<file path="config.mk">
export PLATFORM = sky130hd
export DESIGN_NAME = reac_step
export DESIGN_NICKNAME = d
export VERILOG_FILES = /design/src/sv/reac_pkg.sv /design/src/sv/reac_step.sv
export SDC_FILE = /design/constraint.sdc
export NUM_CORES = 1
export LEC_CHECK = 0
export BUFFER_PORTS_ARGS = -buffer_cell sky130_fd_sc_hd__buf_4
export CAP_MARGIN = 40
export CORE_ASPECT_RATIO = 0.6
export CORE_UTILIZATION = 48
export DETAILED_ROUTE_END_ITERATION = 7
export PLACE_DENSITY = 0.89
export SLEW_MARGIN = 20
export SYNTH_ARGS = -nofsm -noshare
export SYNTH_HDL_FRONTEND = slang
export SYNTH_SLANG_ARGS = --single-unit
</file>
<file path="constraint.sdc">
create_clock -name vclk -period 7
set_clock_uncertainty 0.2 [all_clocks]
set_input_delay 0.7 -clock vclk [all_inputs]
set_output_delay 0.7 -clock vclk [all_outputs]
set_load 0.02 [all_outputs]
</file>
<file path="src/sv/reac_pkg.sv">
// Package for the rotary encoder with acceleration and click detection.
// Holds the configuration and state records, button codes and register indexes.
// No dependencies.
package reac_pkg;

    localparam logic [11:0] ACCEL_TOP     = 12'd3072;
    localparam logic [11:0] ACCEL_DEC     = 12'd2;
    localparam logic [11:0] ACCEL_INC_RST = 12'd80;
    localparam int          CFG_IDX_W     = 3;
    localparam int          CFG_DATA_W    = 16;

    typedef enum logic [2:0] {
        BTN_OPEN     = 3'd0,
        BTN_CLICKED  = 3'd1,
        BTN_DOUBLE   = 3'd2,
        BTN_HELD     = 3'd3,
        BTN_RELEASED = 3'd4
    } btn_t;

    typedef enum logic [CFG_IDX_W-1:0] {
        CFG_HALF_STEP    = 3'd0,
        CFG_ACCEL_INC    = 3'd1,
        CFG_ACCEL_EN     = 3'd2,
        CFG_DCLICK_EN    = 3'd3,
        CFG_HOLD_EN      = 3'd4,
        CFG_INTERVAL     = 3'd5,
        CFG_HOLD_CHECKS  = 3'd6,
        CFG_DCLICK_CHECK = 3'd7
    } cfg_idx_t;

    typedef struct packed {
        logic        half_step_mode;
        logic [11:0] accel_increment;
        logic        accel_enable;
        logic        double_click_enable;
        logic        hold_enable;
        logic [7:0]  check_interval;
        logic [15:0] hold_checks;
        logic [7:0]  double_click_checks;
    } reac_cfg_t;

    typedef struct packed {
        logic [1:0]  last_phase;
        logic [15:0] step_delta;
        logic [11:0] accel;
        logic [7:0]  interval_cnt;
        logic [15:0] key_down_cnt;
        logic [7:0]  dclick_cnt;
        btn_t        button;
    } reac_state_t;

endpackage

</file>
<file path="src/sv/reac_step.sv">
// Next-state and result logic for one tick: quadrature decode, acceleration,
// button classification, value and event take. Depends on reac_pkg.
module reac_step
    import reac_pkg::*;
(
    input  reac_state_t       st,
    input  reac_cfg_t         cfg,
    input  logic              phase_a_level,
    input  logic              phase_b_level,
    input  logic              key_level,
    input  logic              take_value,
    input  logic              take_event,
    output reac_state_t       st_next,
    output logic signed [6:0] rotation_step,
    output logic [2:0]        button_event
);

    logic [11:0] acc_dec;
    logic [12:0] acc_sum;
    logic [1:0]  curr;
    logic [1:0]  diff;
    logic [7:0]  ic_inc;
    logic [15:0] kd_inc;
    logic [6:0]  mag;
    logic        neg;
    logic        pos;
    reac_state_t s;

    always_comb
    begin
        s = st;

        acc_dec = (st.accel >= ACCEL_DEC) ? st.accel - ACCEL_DEC : 12'd0;
        s.accel = acc_dec;

        // active-low pins: A gives 3, B toggles bit 0
        curr = {~phase_a_level, phase_a_level ^ phase_b_level};
        diff = st.last_phase - curr;
        acc_sum = {1'b0, acc_dec} + {1'b0, cfg.accel_increment};
        if (diff[0])
        begin
            s.last_phase = curr;
            s.step_delta = diff[1] ? st.step_delta + 16'd1 : st.step_delta - 16'd1;
            if (acc_sum <= {1'b0, ACCEL_TOP})
                s.accel = acc_sum[11:0];
        end

        ic_inc = (st.interval_cnt != 8'hFF) ? st.interval_cnt + 8'd1 : st.interval_cnt;
        s.interval_cnt = ic_inc;
        kd_inc = (st.key_down_cnt != 16'hFFFF) ? st.key_down_cnt + 16'd1 : st.key_down_cnt;

        if (ic_inc >= cfg.check_interval)
        begin
            s.interval_cnt = 8'd0;
            if (!key_level)
            begin
                s.key_down_cnt = kd_inc;
                if (kd_inc > cfg.hold_checks && cfg.hold_enable)
                    s.button = BTN_HELD;
            end
            else
            begin
                if (st.key_down_cnt > 16'd1)
                begin
                    priority if (st.button == BTN_HELD)
                    begin
                        s.button = BTN_RELEASED;
                        s.dclick_cnt = 8'd0;
                    end
                    else if (st.dclick_cnt > 8'd1)
                    begin
                        if (st.dclick_cnt < cfg.double_click_checks)
                        begin
                            s.button = BTN_DOUBLE;
                            s.dclick_cnt = 8'd0;
                        end
                    end
                    else
                    begin
                        s.dclick_cnt = cfg.double_click_enable ? cfg.double_click_checks
                                                               : 8'd1;
                    end
                end
                s.key_down_cnt = 16'd0;
            end
            if (s.dclick_cnt != 8'd0)
            begin
                s.dclick_cnt = s.dclick_cnt - 8'd1;
                if (s.dclick_cnt == 8'd0)
                    s.button = BTN_CLICKED;
            end
        end

        // value take: whole notches only
        neg = s.step_delta[15];
        pos = !neg && (cfg.half_step_mode ? (s.step_delta[15:1] != 15'd0)
                                          : (s.step_delta[15:2] != 14'd0));
        mag = 7'd1 + (cfg.accel_enable ? {1'b0, s.accel[11:6]} : 7'd0);
        rotation_step = '0;
        if (take_value)
        begin
            s.step_delta = cfg.half_step_mode ? {15'd0, s.step_delta[0]}
                                              : {14'd0, s.step_delta[1:0]};
            priority if (neg)
                rotation_step = -$signed(mag);
            else if (pos)
                rotation_step = $signed(mag);
            else
                rotation_step = '0;
        end

        button_event = 3'd0;
        if (take_event)
        begin
            button_event = s.button;
            if (s.button != BTN_HELD && s.button != BTN_OPEN)
                s.button = BTN_OPEN;
        end

        st_next = s;
    end

endmodule

</file>
# After elaboration in Yosys (flattened, before gate mapping)
# Cells that the tools add are included.
# op_classes
n_addsub	10
magnitude_cmp	7
n_eq_ne	4
muxes	30
bitwise	2
reduce_logical	9
# ops
op	count
two-way mux 16 bit	4
two-way mux 11 bit	4
two-way mux 8 bit	5
two-way mux 35 bit	1
adder 16 x 1 -> 16 bit (second input constant)	2
two-way mux 30 bit	1
two-way mux 12 bit	2
two-way mux 3 bit	7
two-way mux 7 bit	3
> comparator 16 x 1 -> 1 bit (second input constant)	1
> comparator 16 bit	1
!= test 16 bit (second input constant)	1
subtractor 16 x 1 -> 16 bit (second input constant)	1
nonzero test 15 bit	1
nonzero test 14 bit	1
adder 12 x 12 -> 13 bit	1
<= comparator 13 x 12 -> 1 bit (second input constant)	1
>= comparator 12 x 2 -> 1 bit (second input constant)	1
subtractor 12 x 2 -> 12 bit (second input constant)	1
adder 8 x 1 -> 8 bit (second input constant)	1
>= comparator 8 bit	1
> comparator 8 x 1 -> 1 bit (second input constant)	1
zero test 8 bit	1
< comparator 8 bit	1
16 further kinds	18
# totals
regBits	0
inputBits	118
output_inout_bits	75
word_cells	62

# Depth between registers and ports, before layout
# logic_depth
depth_word	16
mapped_depth	25
ltp_nobuf	24

# Worst setup path after synthesis
# OpenSTA, ideal clock, no wires.
# synth_timing
path_type	input -> output
start	input st[38] (netlist name)
end	output rotation_step[5]
arrival_ns	6.365
required_time_ns	6.100
slack_ns	-0.265
path_stages	23
path_buffers	2
cell_sequence	nor4_1 and3_1 clkbuf_1 nor2b_1 ha_1 fa_1 a21o_1 a211oi_1 o221ai_1 a2111oi_2 or3b_4 a21oi_4 buf_6 mux2_1 and2_1 ha_1 nand3_1 or4b_1 and4_1 a2111oi_4 a41oi_1 xor2_1 nor2_1
# synth_rtl
element	line	source
start: declaration	reac_step.sv:6	input reac_state_t st,
end: declaration	reac_step.sv:14	output logic signed [6:0] rotation_step,

# Worst setup path after layout
# layout_timing
start	input st[36] (netlist name)
end	output rotation_step[5]
# layout_via
elab_chain_cells	11
elab_cells_between_ends	13
classes_between	add/sub: 4; order compare: 2; mux: 7
# layout_rtl
element	line	source
subtractor 12 x 2 -> 12 bit / >= comparator 12 x 2 -> 1 bit (equally long branches)	reac_step.sv:33	acc_dec = (st.accel >= ACCEL_DEC) ? st.accel - ACCEL_DEC : 12'd0;
two-way mux 12 bit (*)	reac_step.sv:33	
adder 12 x 12 -> 13 bit	reac_step.sv:39	acc_sum = {1'b0, acc_dec} + {1'b0, cfg.accel_increment};
<= comparator 13 x 12 -> 1 bit	reac_step.sv:44	if (acc_sum <= {1'b0, ACCEL_TOP})
two-way mux 12 bit	reac_step.sv:44	
two-way mux 30 bit (*)	reac_step.sv:40	if (diff[0])
two-way mux 6 bit (*)	reac_step.sv:98	mag = 7'd1 + (cfg.accel_enable ? {1'b0, s.accel[11:6]} : 7'd0);
adder 1 x 6 -> 7 bit (*)	reac_step.sv:98	
negation 7 bit / two-way mux 7 bit (equally long branches)	reac_step.sv:105, reac_step.sv:106	
two-way mux 7 bit (*)	reac_step.sv:104	priority if (neg)
two-way mux 7 bit (*)	reac_step.sv:100	if (take_value)
# Every way passes the cells marked *; elsewhere a longest branch is shown, timed or not.

==> impl_metrics.ini <==
[global_routing]
grt_pass1_wl_mm = 27.2
grt_max_degree = 21
first_global_vias = 5698
grt_usage_pct = 30.3
overflow = 0
antenna_found_initial = 0

[drt]
wl_per_cell_microns = 17.4
drc = 0
first_iter_violations = 607
detail-route-antenna-nets = 0
first_pass_iters = 5
via_per_inst = 6.19
wl_mm = 18.8
vias = 6671

[timing]
max_slew_margin_pct = 51.8
final_max_slew_viol_count = 0
max_freq_ghz = 0.143
tightest_slew_ns = 0.723
finalHoldViolCount = 0
setup_violations = 1
worst_slack_ns = -0.0136
finalCriticalPeriod_ns = 7.01
timing.final.crit_share_pct = 100

[placed_design]
placed_cell_area_sq_um = 6690
io_buffers = 193
place_hpwl_mm = 14.2
dp.cells = 1067
dp_slack_ns = -0.148
gp_congestion = 0.975

[yosys]
ys_top_cells_by_area = ha_1 (17%), a21oi_1 (6.8%), nor2_1 (6.1%)
syn_area_sq_um = 5010
synth_top_area_share_pct = 17.0
synth_seq_area_share_pct = 0
syn_nets = 933
ys_warn_count = 0
syn_area_per_cell_sq_um = 6.72
yosysTopAreaCell = ha_1
postSynthCellCount = 745
yosysUniqueCellTypes = 83

[setup_path]
critPathLaunchType = primary input
worstPathArrival_ns = 6.11
cp.required_ns = 6.10
end_kind = output port
worstPathMaxFanout = 5
crit_type = primary input to output port

[floorplanning]
die_h_microns = 81.1
io_pins = 193
die_area_sq_um = 10900
start_util_pct = 50.2
core_area_sq_um = 9980
die_w_microns = 134
num_rows = 28

[run_status]
status = complete, but fails checks
violations = setup timing

[finish]
fin_nets = 1133
fin_area_sq_um = 6990
clock_buffers = 0
drive_gt1_share_pct = 31.3
regArea_sq_um = 0
layout.cells.non_filler = 1078
syn_to_final_growth_pct = 39.5
seq_cell_count = 0
num_antenna_cells = 0

[power_and_ir_drop]
total_leakage_power_uw = 0.00338
p_total_uw = 935
ir_drop_uv = 137
p_per_area_nw_per_um2 = 134

[run]
max_cap_violations = 0

[min_path]
hold_path.class = primary input to output port
## Yosys cell counts, types with 4 or more instances
| cell | number |
|---|---|
| nor2b_1 | 16 |
| o211ai_1 | 7 |
| nand2b_1 | 8 |
| o21a_1 | 9 |
| mux2i_1 | 9 |
| or2_2 | 6 |
| nor3_1 | 16 |
| nand4_1 | 9 |
| xnor2_1 | 32 |
| a31oi_1 | 9 |
| and3_1 | 10 |
| o21ai_0 | 30 |
| and4_1 | 9 |
| ha_1 | 68 |
| a22o_1 | 4 |
| nand3_1 | 21 |
| o21ai_1 | 6 |
| clkbuf_1 | 22 |
| and2_1 | 19 |
| xor2_1 | 17 |
| nand2_1 | 60 |
| a21o_1 | 28 |
| or4_1 | 4 |
| nor4_1 | 6 |
| mux2_2 | 13 |
| o31ai_1 | 6 |
| a211o_1 | 5 |
| a21oi_1 | 68 |
| nor2_1 | 81 |
| inv_1 | 54 |
| nand3b_1 | 4 |
| a211oi_1 | 11 |
## timing repair
action	4_1_cts	5_1_grt
hold buffers	0	0
setup endpoints to repair	2	3
resized for setup	6	34
buffers inserted	4	7
pin swaps	4	23
## path summary, 6_finish.rpt
check,start,endpoint,cells past startpoint
worst max-delay path,st[36],rotation_step[5],23
worst min-delay path,take_event,st_next[2],3
## cell families after synthesis
family	after synthesis	share of synthesized area, %
and+or+nand+nor	288	29.9
AOI/OAI and AO/OA	232	32.0
muxes	25	5.55
adders and majority gates	70	17.8
xor gates and xnor gates	49	8.57
buffers and inverters	81	6.22
## per-layer routing
metal	wire length (microns)	track usage [%]
met1	8000	42.3
met2	8330	52.4
met3	2070	2.12
met4	354	3.07
met5	0	0
## cells in the final DEF (no fill, tap or decap), types with 9 or more instances in the layout
cell and n:
xnor2_1 31, nand4_1 9, nor3_1 15, xor2_1 17, nor2b_1 15, o21a_1 9
a21o_1 28, mux2i_1 9, buf_4 219, ha_1 62, nand2_1 60, mux2_2 12
and3_1 9, nand3_1 21, inv_1 54, o21ai_0 29, and2_1 17, a21oi_1 63
a211oi_1 10, nor2_1 80
## layout make-up
type	instances	area (sq um)
fillers	796	3000
inverters	56	210
multi-input cells	664	4920
well taps	135	169
repair buffers	223	1690
## critical path, cell delays in order
cell and delay [ns]:
buf_6 0.11, nor4_4 0.31, and3_4 0.27, nor2b_4 0.06, ha_4 0.17, fa_2 0.42
a21o_1 0.23, a221oi_2 0.37, xnor2_2 0.15, a2111oi_4 0.30, or3b_4 0.45, a21oi_4 0.22
mux2_4 0.21, and2_4 0.17, ha_4 0.13, nand3_1 0.07, or4b_4 0.56, and4_4 0.22
a2111oi_4 0.35, a41oi_2 0.16, xor2_1 0.20, nor2_2 0.13, buf_6 0.14
## where the power goes
group / switching (uW) / internal, uW / leakage [uW] / total (uW)
Sequential: 0 / 0 / 0 / 0
Clock: 0 / 0 / 0 / 0
Combinational: 530 / 405 / 0.00338 / 935
## through the flow
stage	setup TNS (ns)	hold WS, ns	utilization (%)
after CTS	0	1.48	67.6
after detailed placement	-0.148	1.48	67.0
after global placement	0	1.48	67.0
final	-0.0136	1.48	70.0
after global routing	-0.262	1.49	70.0
after floorplan	0	1.28	-
Note: power is estimated with default switching activity, not from simulation.
